### src/rtl/core/svl_pkg.sv
`timescale 1ns / 1ps
// Shared types and constants for the state-variable lowpass filter.
package svl_pkg;

	typedef logic [2:0] step_t;

	localparam step_t STEP_IDLE = 3'd0;
	localparam step_t STEP_EMIT = 3'd3;
	localparam step_t STEP_LAST = 3'd5;

	typedef enum logic [1:0] {
		REG_FREQ = 2'd0,
		REG_DAMP = 2'd1,
		REG_GAIN = 2'd2
	} reg_idx_t;

	typedef enum logic [1:0] {
		BR_NEXT,
		BR_WAIT_IN,
		BR_WAIT_OUT,
		BR_GOTO
	} branch_t;

	typedef enum logic [1:0] {
		CS_FREQ,
		CS_DAMP,
		CS_GAIN
	} coef_sel_t;

	typedef enum logic [1:0] {
		OS_BAND,
		OS_ACC,
		OS_SAMPLE
	} opnd_sel_t;

	typedef enum logic [2:0] {
		ALU_NOP,
		ALU_ACC_LOAD,
		ALU_LOW_ADD,
		ALU_ACC_SUB,
		ALU_BAND_ADD
	} alu_op_t;

	typedef struct packed {
		branch_t   branch;
		step_t     target;
		coef_sel_t coef;
		opnd_sel_t opnd;
		logic      mul_en;
		alu_op_t   alu;
		logic      emit;
	} ucode_t;

	typedef struct packed {
		ucode_t uc;
		logic   adv;
	} ctrl_t;

	localparam ucode_t UC_NOP = '{
		branch: BR_NEXT, target: STEP_IDLE, coef: CS_FREQ, opnd: OS_BAND,
		mul_en: 1'b0, alu: ALU_NOP, emit: 1'b0
	};

endpackage

### src/rtl/core/state_variable_lowpass.sv
`timescale 1ns / 1ps
// Chamberlin state-variable lowpass filter, top level.
//
// One request on the sample channel (sample_valid, sample_stall, sample_in)
// carries one signed 16-bit sample; each produces one request on the result
// channel (result_valid, result_stall, sample_out), the lowpass output
// rounded and saturated to 16 bits.
// A six-step microcode program runs one shared 17 x STATE_WIDTH multiplier:
// gain*x, f*band, damp*band, then f*high after high is formed. A new sample
// is taken only when the program is back at its idle step.
// The result is registered at the emit step, once low has been formed.
// The output sits in a register; if it is still held by result_stall when
// the next result is ready, the program waits at that step. sample_stall is
// high whenever the program is not at its idle step. Coefficients are
// written through cfg_we/cfg_index/cfg_data; the user must write them only
// while idle, which the block does not enforce. Index 0 freq_coef (1.14), 1
// damping (1.15), 2 input_gain (1.15). Reset clears both integrators, loads
// the coefficients with 1.0 and empties the output register.
module state_variable_lowpass #(
	parameter int STATE_WIDTH = 36
) (
	input  logic               clk,
	input  logic               arst_n,
	input  logic               sample_valid,
	output logic               sample_stall,
	input  logic signed [15:0] sample_in,
	output logic               result_valid,
	input  logic               result_stall,
	output logic signed [15:0] sample_out,
	input  logic               cfg_we,
	input  logic [1:0]         cfg_index,
	input  logic [15:0]        cfg_data
);
	import svl_pkg::*;

	ctrl_t ctrl;
	logic  out_free;

	svl_sequencer u_seq (
		.clk          (clk),
		.arst_n       (arst_n),
		.sample_valid (sample_valid),
		.out_free     (out_free),
		.sample_stall (sample_stall),
		.ctrl         (ctrl)
	);

	svl_datapath #(
		.W (STATE_WIDTH)
	) u_dp (
		.clk          (clk),
		.arst_n       (arst_n),
		.ctrl         (ctrl),
		.sample_in    (sample_in),
		.cfg_we       (cfg_we),
		.cfg_index    (cfg_index),
		.cfg_data     (cfg_data),
		.result_stall (result_stall),
		.result_valid (result_valid),
		.sample_out   (sample_out),
		.out_free     (out_free)
	);

endmodule

### src/rtl/core/svl_sequencer.sv
`timescale 1ns / 1ps
// Microcode ROM and step counter that sequence the filter datapath.
module svl_sequencer (
	input  logic          clk,
	input  logic          arst_n,
	input  logic          sample_valid,
	input  logic          out_free,
	output logic          sample_stall,
	output svl_pkg::ctrl_t ctrl
);
	import svl_pkg::*;

	step_t  step_q;
	step_t  step_d;
	ucode_t uc;
	logic   adv;

	function automatic ucode_t rom_word(input step_t s);
		ucode_t w;
		w = UC_NOP;
		case (s)
			3'd0: begin
				// wait for a request, start gain * sample
				w.branch = BR_WAIT_IN;
				w.coef   = CS_GAIN;
				w.opnd   = OS_SAMPLE;
				w.mul_en = 1'b1;
			end
			3'd1: begin
				w.coef   = CS_FREQ;
				w.opnd   = OS_BAND;
				w.mul_en = 1'b1;
				w.alu    = ALU_ACC_LOAD;
			end
			3'd2: begin
				w.coef   = CS_DAMP;
				w.opnd   = OS_BAND;
				w.mul_en = 1'b1;
				w.alu    = ALU_LOW_ADD;
			end
			3'd3: begin
				// low is final here; hold until the output slot is free
				w.branch = BR_WAIT_OUT;
				w.alu    = ALU_ACC_SUB;
				w.emit   = 1'b1;
			end
			3'd4: begin
				w.coef   = CS_FREQ;
				w.opnd   = OS_ACC;
				w.mul_en = 1'b1;
			end
			3'd5: begin
				w.branch = BR_GOTO;
				w.target = STEP_IDLE;
				w.alu    = ALU_BAND_ADD;
			end
			default: begin
				w.branch = BR_GOTO;
				w.target = STEP_IDLE;
			end
		endcase
		return w;
	endfunction

	always_comb begin
		uc = rom_word(step_q);
		unique case (uc.branch)
			BR_WAIT_IN:  adv = sample_valid;
			BR_WAIT_OUT: adv = out_free;
			default:     adv = 1'b1;
		endcase
		if (!adv) begin
			step_d = step_q;
		end else if (uc.branch == BR_GOTO) begin
			step_d = uc.target;
		end else begin
			step_d = step_q + 3'd1;
		end
	end

	always_ff @(posedge clk or negedge arst_n) begin
		if (!arst_n) begin
			step_q <= STEP_IDLE;
		end else begin
			step_q <= step_d;
		end
	end

	assign sample_stall = (step_q != STEP_IDLE);
	assign ctrl.uc      = uc;
	assign ctrl.adv     = adv;

	a_step_range: assert property (@(posedge clk) disable iff (!arst_n)
		step_q <= STEP_LAST)
		else $error("step counter out of program");

	a_no_early_return: assert property (@(posedge clk) disable iff (!arst_n)
		(step_q != STEP_IDLE) |=> (step_q != STEP_IDLE) || ($past(step_q) == STEP_LAST))
		else $error("program returned to idle before its last step");

endmodule

### src/rtl/core/svl_datapath.sv
`timescale 1ns / 1ps
// Shared multiplier, integrators, config registers and output register.
module svl_datapath #(
	parameter int W = 36
) (
	input  logic                clk,
	input  logic                arst_n,
	input  svl_pkg::ctrl_t      ctrl,
	input  logic signed [15:0]  sample_in,
	input  logic                cfg_we,
	input  logic [1:0]          cfg_index,
	input  logic [15:0]         cfg_data,
	input  logic                result_stall,
	output logic                result_valid,
	output logic signed [15:0]  sample_out,
	output logic                out_free
);
	import svl_pkg::*;

	localparam int PW = W + 17;
	localparam logic signed [PW-1:0] HALF14 = PW'(1) << 13;
	localparam logic signed [PW-1:0] HALF15 = PW'(1) << 14;
	localparam logic signed [W:0]    HALF16 = (W + 1)'(1) << 15;
	localparam logic signed [W:0]    SAT_HI = (W + 1)'(32767);
	localparam logic signed [W:0]    SAT_LO = ~SAT_HI;

	logic [14:0] freq_q;
	logic [15:0] damp_q;
	logic [15:0] gain_q;

	logic [W-1:0] low_q;
	logic [W-1:0] band_q;
	logic [W-1:0] acc_q;
	logic signed [PW-1:0] prod_q;

	logic [15:0]          coef;
	logic signed [W-1:0]  opnd;
	logic signed [PW-1:0] rnd14;
	logic signed [PW-1:0] rnd15;
	logic signed [W:0]    lo_r;
	logic signed [15:0]   sat;
	logic                 out_valid_q;
	logic signed [15:0]   out_q;

	// config registers
	always_ff @(posedge clk or negedge arst_n) begin
		if (!arst_n) begin
			freq_q <= 15'd16384;
			damp_q <= 16'd32768;
			gain_q <= 16'd32768;
		end else if (cfg_we) begin
			case (cfg_index)
				REG_FREQ: freq_q <= cfg_data[14:0];
				REG_DAMP: damp_q <= cfg_data;
				REG_GAIN: gain_q <= cfg_data;
				default: ;
			endcase
		end
	end

	// operand select
	always_comb begin
		unique case (ctrl.uc.coef)
			CS_FREQ: coef = {1'b0, freq_q};
			CS_DAMP: coef = damp_q;
			CS_GAIN: coef = gain_q;
			default: coef = '0;
		endcase
		unique case (ctrl.uc.opnd)
			OS_BAND:   opnd = $signed(band_q);
			OS_ACC:    opnd = $signed(acc_q);
			OS_SAMPLE: opnd = {{(W-16){sample_in[15]}}, sample_in};
			default:   opnd = '0;
		endcase
	end

	always_ff @(posedge clk) begin
		if (ctrl.adv && ctrl.uc.mul_en) begin
			prod_q <= $signed({1'b0, coef}) * opnd;
		end
	end

	// round to nearest, ties up
	assign rnd14 = (prod_q + HALF14) >>> 14;
	assign rnd15 = (prod_q + HALF15) >>> 15;

	always_ff @(posedge clk or negedge arst_n) begin
		if (!arst_n) begin
			low_q  <= '0;
			band_q <= '0;
		end else if (ctrl.adv) begin
			case (ctrl.uc.alu)
				ALU_LOW_ADD:  low_q  <= low_q + rnd14[W-1:0];
				ALU_BAND_ADD: band_q <= band_q + rnd14[W-1:0];
				default: ;
			endcase
		end
	end

	// acc holds 2*gain*x, then high
	always_ff @(posedge clk) begin
		if (ctrl.adv) begin
			case (ctrl.uc.alu)
				ALU_ACC_LOAD: acc_q <= {prod_q[W-2:0], 1'b0};
				ALU_ACC_SUB:  acc_q <= acc_q - rnd15[W-1:0] - low_q;
				default: ;
			endcase
		end
	end

	assign lo_r = ($signed({low_q[W-1], low_q}) + HALF16) >>> 16;

	always_comb begin
		if (lo_r > SAT_HI) begin
			sat = 16'sh7fff;
		end else if (lo_r < SAT_LO) begin
			sat = 16'sh8000;
		end else begin
			sat = lo_r[15:0];
		end
	end

	assign out_free = !out_valid_q || !result_stall;

	always_ff @(posedge clk or negedge arst_n) begin
		if (!arst_n) begin
			out_valid_q <= 1'b0;
		end else if (ctrl.adv && ctrl.uc.emit) begin
			out_valid_q <= 1'b1;
		end else if (!result_stall) begin
			out_valid_q <= 1'b0;
		end
	end

	always_ff @(posedge clk) begin
		if (ctrl.adv && ctrl.uc.emit) begin
			out_q <= sat;
		end
	end

	assign result_valid = out_valid_q;
	assign sample_out   = out_q;

	a_emit_source: assert property (@(posedge clk) disable iff (!arst_n)
		$rose(out_valid_q) |-> $past(ctrl.adv && ctrl.uc.emit))
		else $error("result appeared without an emit step");

	a_emit_hold: assert property (@(posedge clk) disable iff (!arst_n)
		(ctrl.uc.emit && !ctrl.adv) |=> $stable(acc_q) && $stable(low_q))
		else $error("state changed while waiting on the output slot");

endmodule

### config.mk
export PLATFORM = sky130hd
export DESIGN_NAME = state_variable_lowpass
export DESIGN_NICKNAME = d
export VERILOG_FILES = /design/src/rtl/core/svl_pkg.sv /design/src/rtl/core/state_variable_lowpass.sv /design/src/rtl/core/svl_sequencer.sv /design/src/rtl/core/svl_datapath.sv
export SDC_FILE = /design/constraint.sdc
export NUM_CORES = 2
export LEC_CHECK = 0
export ABC_CLOCK_PERIOD_IN_PS = 7600
export BUFFER_PORTS_ARGS = -buffer_cell sky130_fd_sc_hd__buf_2
export CORE_ASPECT_RATIO = 0.8
export CORE_MARGIN = 3
export CORE_UTILIZATION = 30
export CTS_CLUSTER_DIAMETER = 50
export DETAILED_ROUTE_END_ITERATION = 6
export GPL_TIMING_DRIVEN = 0
export SETUP_SLACK_MARGIN = 0.4
export SYNTH_ARGS = -nofsm -noshare
export SYNTH_HDL_FRONTEND = slang
export SYNTH_SLANG_ARGS = --single-unit
### constraint.sdc
create_clock -name clk -period 7.6 [get_ports clk]
set_input_delay 0.76 -clock clk [delete_from_list [all_inputs] [get_ports clk]]
set_output_delay 0.76 -clock clk [all_outputs]
set_load 0.1 [all_outputs]
Yosys cells after proc, flatten, opt, wreduce, memory -nomap -nowiden
Index checks and enable logic that the tools add are counted.
{"block": "totals", "elab_cells": 70, "in_bits": 39, "ff_bits": 226, "out_inout_bits": 18}
{"block": "op_classes", "mul": 1, "n_lt_le_gt_ge": 2, "reduce_logical": 18, "addsub": 8, "muxes": 12, "n_eq_ne": 19}
{"cell": "case mux 36 bit (3 select lines)", "n": 1}
{"cell": "adder 36 bit", "n": 2}
{"cell": "case mux 36 bit (2 select lines)", "n": 1}
{"cell": "subtractor 36 bit", "n": 2}
{"cell": "adder 51 x 16 -> 51 bit (second input constant)", "n": 1}
{"cell": "multiplier 17 x 36 -> 51 bit", "n": 1}
{"cell": "adder 50 x 15 -> 50 bit (second input constant)", "n": 1}
{"cell": "case mux 16 bit (3 select lines)", "n": 1}
{"cell": "adder 36 x 17 -> 37 bit (second input constant)", "n": 1}
{"cell": "> comparator 21 x 16 -> 1 bit (second input constant)", "n": 1}
{"cell": "< comparator 21 x 16 -> 1 bit (second input constant)", "n": 1}
{"cell": "case mux 5 bit (4 select lines)", "n": 1}
{"cell": "2-to-1 mux 16 bit", "n": 1}
{"cell": "equality test 3 x 2 -> 1 bit (second input constant)", "n": 4}
{"cell": "case mux 3 bit (4 select lines)", "n": 1}
{"cell": "AND reduction 2 bit", "n": 6}
{"cell": "equality test 2 bit (second input constant)", "n": 5}
{"cell": "equality test 3 bit (second input constant)", "n": 3}
{"cell": "equality test 2 x 1 -> 1 bit (second input constant)", "n": 4}
{"cell": "equality test 3 x 1 -> 1 bit (second input constant)", "n": 2}
{"cell": "logical NOT 2 bit", "n": 3}
{"cell": "case mux 2 bit (3 select lines)", "n": 1}
{"cell": "adder 3 x 1 -> 3 bit (second input constant)", "n": 1}
{"cell": "logical NOT 3 bit", "n": 1}
{"cell": "10 further kinds", "n": 14}

Logic depth before layout (Yosys ltp)
{"block": "depth", "word_depth": 7, "mapped_depth": 34, "mapped_depth_nobuf": 30}

Hierarchy
Synthesis repeated with hierarchy kept, for this count alone.
{"block": "unflattened", "cells_unflattened": 4063, "hier_area_um2": 35999.5}
{"mod": "svl_datapath", "seq_area_each_um2": 6099.6, "area_each_um2": 35639.2, "cells_each": 4020, "instances": 1}
{"mod": "svl_sequencer", "seq_area_each_um2": 75.1, "area_each_um2": 360.3, "cells_each": 43, "instances": 1}

Worst setup path before layout
Ideal clock, no wire load.
{"block": "synth_path", "kind": "register to register", "startpoint": "register u_seq.step_q[0]", "endpoint": "register u_dp.prod_q[49], data pin", "t_required_ns": 7.340, "n_path_buf": 6, "synth_period_minus_slack_ns": 8.157, "setup_slack_ns": -0.557, "setup_time_ns": 0.260, "stages_incl_launch_ff": 34, "arrival_time_ns": 7.896, "path_cell_list": "dfrtp_1 clkbuf_1 inv_1 ha_1 clkbuf_1 clkbuf_1 clkbuf_1 clkbuf_1 nor2_1 a21oi_1 clkbuf_1 nand2_1 fa_1 inv_1 fa_1 inv_1 fa_1 inv_1 fa_1 fa_1 inv_1 fa_1 inv_1 ha_1 a21o_1 a211o_1 o2111ai_2 nor3_2 o2111ai_2 o211ai_2 a221oi_2 o211ai_2 a311oi_2 xnor2_1"}
{"block": "synth_via", "elab_chain_len": 5, "elab_cells_between_ends": 14, "cone_classes": "1 x mul; 7 x eq/ne; 3 x mux; 3 x reduce/logical"}
{"element": "start: declaration", "line_no": "svl_sequencer.sv:13", "source": "step_t step_q;"}
{"element": "start signal: assignment", "line_no": "svl_sequencer.sv:85", "source": "step_q <= step_d;"}
{"element": "equality test 3 bit (tied with other cells)", "line_no": "svl_sequencer.sv:21", "source": "case (s)"}
{"element": "case mux 5 bit (4 select lines) *", "line_no": "svl_sequencer.sv:21"}
{"element": "equality test 2 bit (tied with other cells)", "line_no": "svl_datapath.sv:63", "source": "unique case (ctrl.uc.coef)"}
{"element": "case mux 16 bit (3 select lines) / case mux 36 bit (3 select lines) (equally long branches)", "line_no": "svl_datapath.sv:63, svl_datapath.sv:69"}
{"element": "multiplier 17 x 36 -> 51 bit *", "line_no": "svl_datapath.sv:79", "source": "prod_q <= $signed({1'b0, coef}) * opnd;"}
{"element": "end signal: assignment", "line_no": "svl_datapath.sv:79"}
{"element": "end: declaration", "line_no": "svl_datapath.sv:34", "source": "logic signed [PW-1:0] prod_q;"}
Mark *: on every way between the ends. The rest lies on a longest branch, timed or not.
A chain may end at the register's enable or synchronous reset.

Worst setup path after layout
{"block": "layout_path", "startpoint": "register u_seq.step_q[0]", "endpoint": "register u_dp.prod_q[47], data pin"}
The elaborated chain is that of the path after synthesis.

==> impl_results.md <==
* First-pass GRT wire length at about 190 mm
* Grt ovf at 0
* Worst-Skew Late Latency at slightly below 600 ps
* Die height at between 300 and 400 um
* Die Wd at approximately 400 um
* Nets@finish at approximately 5,200
* Num ports at 57
* All-Layer GR Usage at 20.33%
* 1st-iter DRT viols at just over 3,000
* Most frequent cells in the layout: 689 x inv_1, 544 x nand2_1, 535 x fa_1
* Area leader, netlist: fa_1
* WL final at 129.0 mm
* Die Area at roughly 120,000 um^2
* DP Worst Slack at -2058 ps
* Hpwl dp at 102.9 mm
* Longest Clk Path Bufs at 3
* Hold Crit Class: input port to asynchronous set/reset pin
* Hold slack at between 50 and 60 ps
* Post-detailed-route wirelength per cell at around 21 um
* Worst setup EP type: register
* CP max stage delay at 610 ps
* Filler cell count at between 10,000 and 15,000
* Critical Path RT at roughly 8000 ps
* Seq cells post-synth at approximately 230
* Fin crit share at 107.9%
* Residual DRC at 0
* GP Congestion at just under 1
* CP max FO at 8
* Synth-to-Final Area Change at 22.67%
* Synth area leaders: fa_1 32%, edfxtp_1 8.6%, dfrtp_1 8.3%
* Slew Limit Fails at 6
* Setup crit start kind: register
* CTS Root Cell: clkbuf_16
* Number of global-route vias before repair at between 30,000 and 40,000
* Layout Utilization at a little under two fifths
* Final setup margin at -601.5 ps
* Drt first pass iters at 7
* Mapped Nets at between 4,000 and 5,000
* Synth top area share at roughly a third
* Layout cells sized above 1 at ~18%
* Final hold violations at 0
* Commonest non-fill, non-tap cell in the layout: inv_1
* Async S/R FF share, synth at a little over half
* Min cycle time layout at slightly above 8000 ps
* Worst-margin pin slew at 1549 ps
* Worst path arrival time at 8540 ps
* Worst slew margin at -4.061%
* Largest net degree at the start of global routing at 89
* TritonCTS clock tree: built
* Placeable Area at 119,200 um^2
* EDFF count, synth at just over 100
* CP max stage cell: fa_2
* Yosys warnings at 0
* Sequential area share after synthesis at 17.08%
* Initial antenna violation count at 8
* Syn_area_per_cell at 8.851 um^2
* Failing checks: max-capacitance violations, max-slew violations, negative setup slack
* Outcome: finished with violations
* Synth unique cells at 97
* Max Freq at around 0.12 GHz
* Antenna-violating nets left at 0
* RSZ-0062 raised after global routing: yes
* Starting Density at a little under a third
* Netlist Area Pre-Place at 36,150 um^2
* Max_cap viols at 1
* Synthesized instance count at between 4,000 and 5,000
* Placement Rows at 113
* Cell mode on critical path: fa_1
* Vias per Instance at just over 5
* Clk_skew at approximately 26 ps
* IO Port Bufs at 56
* Placed instance count at around 5,800
* Clk sinks at 226
* Layout Cells excl Fill at about 6,000
* CP Class: register to register
* CTS H-tree depth at 1
* Clock edge transition at the registers on the reported setup and hold paths at ~70 ps
* Vias at just over 30,000
* Top FF cell, synth: dfrtp_1
* CTS Buf Count at 29
* Final setup fails at 17
==> Yosys cell counts (all sizes together) (10+ instances only) <==
cell type  number
a211oi         24
nand2b         19
nor3b          10
a31oi          16
xor2           81
a21oi         196
nor2          325
clkbuf        151
fa            570
mux2i          17
o211ai         14
nand2         571
o21ai         215
edfxtp        103
mux2           49
and2           24
nor3           28
o21a           15
nand4          25
o31ai          12
or2            11
ha            237
buf            11
nand3          54
dfrtp         120
a21o          108
xnor2         149
o21bai         21
inv           716
nor2b          29
and3           61
==> path summary, 6_finish.rpt <==
| check | start | cells after the start | to | slack, ps |
|---|---|---|---|---|
| worst max-delay path | u_seq.step_q[0] | 33 | u_dp.prod_q[47] | -600 |
| worst min-delay path | arst_n | 1 | u_dp.gain_q[7] | 60 |
| worst max register to register | u_seq.step_q[0] | 33 | u_dp.prod_q[47] | -600 |
| worst min register to register | u_dp.band_q[35] | 1 | u_dp.band_q[35] | 490 |
| max in group asynchronous | arst_n | 2 | u_dp.low_q[2] | 6690 |
| min in group clk | result_stall | 3 | u_dp.result_valid | 410 |
==> metrics by stage <==
step / TNS (ps) / instance area, um^2
3_3_place_gp: -43310 / 38940
4_1_cts: -3305 / 43850
3_5_place_dp: -41470 / 39080
2_1_floorplan: 0 / 36640
6_report: -6127 / 44350
5_1_grt: -9144 / 44330
==> layout make-up <==
type / instances / area [um^2] / share of cell area [%]
tap: 1610 / 2014 / 4.542
timing repair buffer: 269 / 2351 / 5.301
antenna: 10 / 25.02 / 0.05642
buffer: 162 / 1929 / 4.350
clock buffer: 33 / 750.7 / 1.693
clock inverter: 21 / 200.2 / 0.4514
sequential: 226 / 6176 / 13.93
inverter: 716 / 2708 / 6.105
multi-input combinational: 2981 / 28200 / 63.58
==> flip-flops by register name, summed over array words and instances (netlist names) <==
name and count:
u_dp.prod_q 51, u_dp.gain_q 16, u_dp.freq_q 15, u_dp.sample_out 16
u_dp.band_q 36, u_dp.acc_q 36, u_dp.low_q 36, u_dp.damp_q 16
u_seq.step_q 3, u_dp.result_valid 1
==> worst max-delay path, delay by kind of cell, from the launching register on <==
| family | cells | cell delay (ps) |
|---|---|---|
| adders and majority gates | 8 | 3510 |
| AOI/OAI and AO/OA | 11 | 2270 |
| buffers and inverters | 11 | 1360 |
| DFF | 1 | 360 |
| and+or+nand+nor | 2 | 290 |
| xor gates and xnor gates | 1 | 130 |
==> routing by layer <==
metal  global-route usage (%)  up-vias  share of wire, %
met2                    29.17     1582                41
met3                    6.706      222                13
li1                         -    13663                 -
met5                        0        -             0.036
met1                    29.32    15371                44
met4                    5.075        6               2.7
==> timing repair <==
action | in CTS | in global routing
pin swaps | 136 | 42
setup buffers | 183 | 19
gates resized for setup | 492 | 73
hold buffers | 0 | 0
endpoints found under the setup margin | 41 | 35
cloned | 5 | 0
==> cells by family after synthesis <==
kind of cell / count (synthesis) / share of synthesized area (%)
and+or+nand+nor: 1189 / 14.40
buffers and inverters: 878 / 9.167
adders and majority gates: 807 / 39.76
AOI/OAI and AO/OA: 689 / 12.02
xor gates and xnor gates: 230 / 5.572
DFF: 226 / 17.08
muxes: 66 / 1.997
Power is left out: the tool's default activity adds up to more than one toggle a clock period on the data nets, which glitch-free logic cannot reach.
